## src/sv/brc_pkg.sv

```systemverilog
package brc_pkg;

   localparam int unsigned ADC_FULL     = 1048576;
   localparam int unsigned PRESS_OFFSET = 128000;
   localparam int unsigned NUM_SCALE    = 3125;
   localparam int unsigned TEMP_ROUND   = 128;
   localparam int unsigned DIV_STAGES   = 64;

   typedef enum logic [1:0] {
      CSR_TEMP_CAL   = 2'd0,
      CSR_PRESS_LO   = 2'd1,
      CSR_PRESS_HI   = 2'd2,
      CSR_PRESS_LAST = 2'd3
   } csr_idx_type;

   typedef struct packed {
      logic [19:0] raw_temperature;
      logic [19:0] raw_pressure;
   } req_type;

   typedef struct packed {
      logic signed [23:0] temperature_centideg;
      logic [23:0]        pressure_pa;
      logic               pressure_invalid;
   } rsp_type;

   typedef struct packed {
      logic [15:0]        t1;
      logic signed [15:0] t2;
      logic signed [15:0] t3;
      logic [15:0]        p1;
      logic signed [15:0] p2;
      logic signed [15:0] p3;
      logic signed [15:0] p4;
      logic signed [15:0] p5;
      logic signed [15:0] p6;
      logic signed [15:0] p7;
      logic signed [15:0] p8;
      logic signed [15:0] p9;
   } calib_type;

endpackage

```

## src/sv/brc_temp_path.sv

```systemverilog
module brc_temp_path (
   input  logic                clock,
   input  logic                reset,
   input  logic                en,
   input  logic                in_valid,
   input  logic [19:0]         raw_temperature,
   input  logic [19:0]         raw_pressure,
   input  brc_pkg::calib_type  cal,
   output logic                out_valid,
   output logic signed [23:0]  temperature,
   output logic signed [23:0]  temp_delta,
   output logic [19:0]         raw_pressure_out
);
   import brc_pkg::*;

   logic signed [17:0] lin_diff;
   logic signed [16:0] sq_diff;
   logic signed [33:0] lin_prod;
   logic signed [33:0] sq_prod;
   logic signed [35:0] cub_prod;
   logic signed [21:0] fine_sum;
   logic [24:0]        t5;

   logic        v1_ff, v2_ff, v3_ff, v4_ff;
   logic [31:0] a1_ff, dsq1_ff, m2_ff;
   logic [20:0] v1t2_ff;
   logic [21:0] tf3_ff;
   logic [19:0] rp1_ff, rp2_ff, rp3_ff, rp4_ff;
   logic [23:0] temp4_ff, e4_ff;

   // stage 1: offset against T1, then the two first products
   always_comb begin
      lin_diff = $signed({1'b0, raw_temperature[19:3]}) - $signed({1'b0, cal.t1, 1'b0});
      sq_diff  = $signed({1'b0, raw_temperature[19:4]}) - $signed({1'b0, cal.t1});
      lin_prod = lin_diff * cal.t2;
      sq_prod  = sq_diff * sq_diff;
      cub_prod = $signed(dsq1_ff[31:12]) * cal.t3;
      fine_sum = $signed({v1t2_ff[20], v1t2_ff}) + $signed({{4{m2_ff[31]}}, m2_ff[31:14]});
      t5       = {{3{tf3_ff[21]}}, tf3_ff} + {tf3_ff[21], tf3_ff, 2'b00} + 25'(TEMP_ROUND);
   end

   always_ff @(posedge clock) begin
      if (reset) begin
         v1_ff <= 1'b0;
         v2_ff <= 1'b0;
         v3_ff <= 1'b0;
         v4_ff <= 1'b0;
      end else if (en) begin
         v1_ff <= in_valid;
         v2_ff <= v1_ff;
         v3_ff <= v2_ff;
         v4_ff <= v3_ff;
      end
   end

   always_ff @(posedge clock) begin
      if (en) begin
         a1_ff    <= lin_prod[31:0];
         dsq1_ff  <= sq_prod[31:0];
         rp1_ff   <= raw_pressure;
         v1t2_ff  <= a1_ff[31:11];
         m2_ff    <= cub_prod[31:0];
         rp2_ff   <= rp1_ff;
         tf3_ff   <= fine_sum;
         rp3_ff   <= rp2_ff;
         temp4_ff <= {{7{t5[24]}}, t5[24:8]};
         e4_ff    <= {{2{tf3_ff[21]}}, tf3_ff} - 24'(PRESS_OFFSET);
         rp4_ff   <= rp3_ff;
      end
   end

   assign out_valid        = v4_ff;
   assign temperature      = $signed(temp4_ff);
   assign temp_delta       = $signed(e4_ff);
   assign raw_pressure_out = rp4_ff;

endmodule

```

## config.mk

```make
export PLATFORM = sky130hd
export DESIGN_NAME = brc_temp_path
export DESIGN_NICKNAME = d
export VERILOG_FILES = /design/src/sv/brc_pkg.sv /design/src/sv/brc_temp_path.sv
export SDC_FILE = /design/constraint.sdc
export NUM_CORES = 2
export LEC_CHECK = 0
export BUFFER_PORTS_ARGS = -buffer_cell sky130_fd_sc_hd__buf_4
export CORE_ASPECT_RATIO = 1.25
export CORE_MARGIN = 2
export CORE_UTILIZATION = 57
export CTS_CLUSTER_DIAMETER = 200
export DETAILED_ROUTE_END_ITERATION = 10
export PLACE_DENSITY_LB_ADDON = 0.12
export SLEW_MARGIN = 20
export SYNTH_ARGS = -nofsm -noshare
export SYNTH_HDL_FRONTEND = slang
export SYNTH_SLANG_ARGS = --single-unit
export TNS_END_PERCENT = 10
```

## constraint.sdc

```tcl
create_clock -name clock -period 8.65 [get_ports clock]
set_clock_uncertainty 0.15 [all_clocks]
set_input_delay 1.2975 -clock clock [delete_from_list [all_inputs] [get_ports clock]]
set_output_delay 1.2975 -clock clock [all_outputs]
set_load 0.01 [all_outputs]
```

# == Word level (Yosys, flattened, before mapping) ==
# Cells that the tools add are included.
# classes
addsub,6
n_mul,3
n_div,0
magnitude_cmp,0
eq_ne,0
n_shift,0
n_mux,0
n_bitwise,0
n_reduce_logical,0
# op_table
operator,n
$mul A17 B17 Y32,1
$mul A18 B16 Y32,1
$mul A20 B16 Y32,1
$add A22 B24 Y25,1
$add A25 B8 Y25 const B,1
$sub A22 B18 Y23 const B,1
$add A21 B18 Y22,1
$sub A17 B17 Y18,1
$sub A16 B16 Y17,1
# word_totals
register_bits,264
latchBits,0
mem_bits_rw,0
rom_bits,0
inputBits,236
out_inout_bits,69
word_cells,24
mem_count,0

# == Depth between registers and ports, before layout ==
# depth
depth_word,2
depth_mapped,37
mapped_depth_nobuf,36

# == Least setup slack after synthesis ==
# OpenSTA, ideal clock, no wires.
# synth_path
kind,input port to flip-flop
start,in cal[179] (netlist bit)
end,"reg a1_ff[31], data pin"
setup_time_ns,0.261
arrival_time_ns,8.822
required_ns,8.239
slack_ns,-0.583
path_stages,31
n_path_buf,1
path_cell_list,inv_1 > ha_1 > a21oi_1 > nor2b_1 > a41o_1 > o41a_1 > a21oi_2 > a21oi_1 > o311ai_4 > clkbuf_1 > nand2_1 > fa_1 > fa_1 > fa_1 > fa_1 > inv_1 > fa_1 > inv_1 > fa_1 > inv_1 > ha_1 > a21oi_1 > a21boi_0 > o311a_1 > a2111oi_4 > a211o_1 > nand2_1 > a41o_1 > a21o_1 > a21oi_2 > xor2_1
# synth_via
elab_chain_cells,2
# synth_rtl
element,line_no,rtl
start: declaration,brc_temp_path.sv:8,"input brc_pkg::calib_type cal,"
$sub A17 B17 Y18,brc_temp_path.sv:33,"lin_diff = $signed({1'b0, raw_temperature[19:3]}) - $signed({1'b0, cal.t1, 1'b0});"
$mul A18 B16 Y32,brc_temp_path.sv:35,lin_prod = lin_diff * cal.t2;
net lin_prod[31],brc_temp_path.sv:18,logic signed [33:0] lin_prod;
end signal: assignment,brc_temp_path.sv:58,a1_ff <= lin_prod[31:0];
end: declaration,brc_temp_path.sv:25,"logic [31:0] a1_ff, dsq1_ff, m2_ff;"
# The timed path passes the listed nets, and every way through them passes these cells.
# A chain may end at the register's enable or synchronous reset.

# == Worst setup path in the final report ==
# layout_path
start,in raw_temperature[4]
end,"reg a1_ff[31], data pin"
# layout_via
elab_chain_cells,2
# layout_rtl
element,line_no,rtl
start: declaration,brc_temp_path.sv:6,"input logic [19:0] raw_temperature,"
$sub A17 B17 Y18,brc_temp_path.sv:33,
$mul A18 B16 Y32,brc_temp_path.sv:35,
net lin_prod[31],brc_temp_path.sv:18,
# The timed path passes the listed nets, and every way through them passes these cells.

==> results.toml <==
[outcome]
status = "finished with violations"
violations = "negative setup slack"

[yosys]
synth.distinct_cells = 75
synth.most_common_cell = "inv_1"
ys.flop_type = "edfxtp_1"
ys_top_cells_by_area = "fa_1 42%, edfxtp_1 17%, ha_1 10%, inv_1 9.5%, nand2_1 4.4%"
async_flop_share = 0
syn-cell-area_um2 = 38800
yosysSeqAreaShare = 0.174
synth_seq_cells = 226
synthesis.nets = 5186
synth_common_cells = "986 x inv_1, 815 x fa_1, 450 x nand2_1"
synth-edff-count = 222
yosys_warnings = 0
synthCells = 3815
postSynthAreaPerCell_um2 = 10.2
synth_top_area_share = 0.421
netlist.top_cell.by_area = "fa_1"

[floorplan]
rows = 106
die_y_um = 296
die_width_um = 237
dieArea_um2 = 70100
ios = 305
initial_core_util = 0.578
fp.coreArea_um2 = 67100

[sta]
drv_slew = 0
slew_headroom = 0.397
layout_min_cycle_time_ns = 8.77
rsz0062_at_grt = "yes"
hold_viol_final = 0
worst_slack_ns = -0.120
fmaxAchievable_mhz = 114
period_share = 1.01
finalSetupViolations = 3
tightestPinTransition_ns = 0.904

[placed_design]
hpwlAfterDp_um = 72200
place_area_um2 = 43300
place_congestion = 0.897
dp_slack_ns = -0.940
dp.cells = 5022
io_buffers = 157

[clock_tree]
ctsHoldBuffers = 0
clock-sinks = 226
cts-root-buf = "clkbuf_16"
htree_levels = 1
cts_buffers = 23
cts_tree = "yes"
clockBufferDepth = 3
path_clk_slew_ns = 0.06
clk_latency_ns = 0.54

[layout]
syn_to_final_growth_pct = 14.2
drive_above_1_share = 0.146
layout.cells.non_filler = 5071
num-fill-cells = 5498
final_nets = 5560
design_area_um2 = 44300

[global_route]
grt_pass1_vias = 28765
grt_max_degree = 80
antenna_found_initial = 2
grt_overflow = 0
track_usage = 0.264
grt_pass1_wl_um = 145000

[worst_setup_path]
critPathRequiredTime_ns = 8.85
crit_top_cell = "fa_1"
worstPathArrival_ns = 8.97
criticalPathCategory = "in -> reg"
crit_path_end_kind = "register"
max_stage_delay_ns = 0.52
startpoint_type = "input port"
crit_fanout = 5
slowest_stage = "fa_1"

[route]
wire_per_inst_um = 17.1
ant_nets = 0
drt-total-wl_um = 86700
num_vias = 26199
drc = 0
drtIter0Drc = 1249
dr.pass1.iters = 5
vias_per_cell = 5.17

[hold_path]
hold_path.class = "reg -> reg"

[job]
cap_violations = 0
==> flip-flops by register name, summed over array words and instances (netlist names), 17 cells and up <==
signal,count
tf3_ff,22
dsq1_ff,20
raw_pressure_out,20
rp3_ff,20
m2_ff,18
rp1_ff,20
temp_delta,23
v1t2_ff,21
a1_ff,21
rp2_ff,20
temperature,17
==> stage by stage <==
step / hold slack, ns / setup TNS (ns) / util
detailed placement: 0.255 / -14.54 / 0.645
floorplan: 0.250 / -0.216 / -
global placement: 0.250 / -11.76 / 0.645
CTS: 0.257 / -0.260 / 0.658
global route: 0.269 / -2.90 / 0.660
finish: 0.262 / -0.195 / 0.660
==> logic make-up after synthesis <==
kind of cell,Yosys count,share of synthesized area
adders and majority gates,1135,0.524
and+or+nand+nor,970,0.117
AOI/OAI and AO/OA,206,0.0382
DFF,226,0.174
xor gates and xnor gates,155,0.0358
buffers and inverters,1119,0.109
muxes,4,0.00103
==> cell usage in the layout (no fill, tap or decap), types with 24 or more instances in the layout <==
cell type  count
inv_1        979
fa_1         813
buf_4        455
nand2_1      444
ha_1         308
edfxtp_1     222
and2_1       217
nor2_1       151
xnor2_1      111
a21oi_1       48
nand2b_1      41
xor2_1        32
nor2b_1       31
o21ai_0       26
o21a_1        24
==> path summary, 6_finish.rpt <==
check	from	endpoint	slack, ns	depth (start not counted)
worst max-delay path	raw_temperature[4]	a1_ff[31]	-0.12	36
worst min-delay path	a1_ff[11]	v1t2_ff[0]	0.26	0
worst max register to register	dsq1_ff[22]	m2_ff[31]	1.45	23
worst min register to register	a1_ff[11]	v1t2_ff[0]	0.26	0
==> per-layer routing <==
metal	share of wire	GRT usage	vias up	routed length, um
li1	-	-	12048	-
met2	0.54	0.493	608	46500
met3	0.038	0.0199	209	3300
met5	0	0	-	0
met1	0.38	0.316	13334	32900
met4	0.046	0.106	0	3980
==> cell type report <==
| class | instances | area [um2] | area share |
|---|---|---|---|
| Clock buffer | 24 | 579 | 0.0131 |
| Inverter | 995 | 3750 | 0.0848 |
| Sequential cell | 226 | 6750 | 0.152 |
| Tap cell | 864 | 1080 | 0.0244 |
| Timing Repair Buffer | 473 | 3740 | 0.0844 |
| Multi-Input combinational cell | 2470 | 28200 | 0.636 |
| Antenna cell | 1 | 2.50 | 0.0000565 |
| Clock inverter | 18 | 196 | 0.00444 |
==> timing repair <==
| action | in CTS | in global routing |
|---|---|---|
| pin swaps | 13 | 4 |
| gates resized for setup | 14 | 28 |
| buffers inserted | 6 | 0 |
| endpoints found under the setup margin | 14 | 19 |
==> critical path: cells and delay by family <==
kind	cells	cell delay, ns
adders and majority gates	9	3.53
AOI/OAI and AO/OA	10	2.32
buffers and inverters	9	0.91
and+or+nand+nor	6	0.51
xor gates and xnor gates	2	0.38
Power is not shown: default switching activity piles up to over one toggle a cycle in this logic, so the estimate is an artifact.
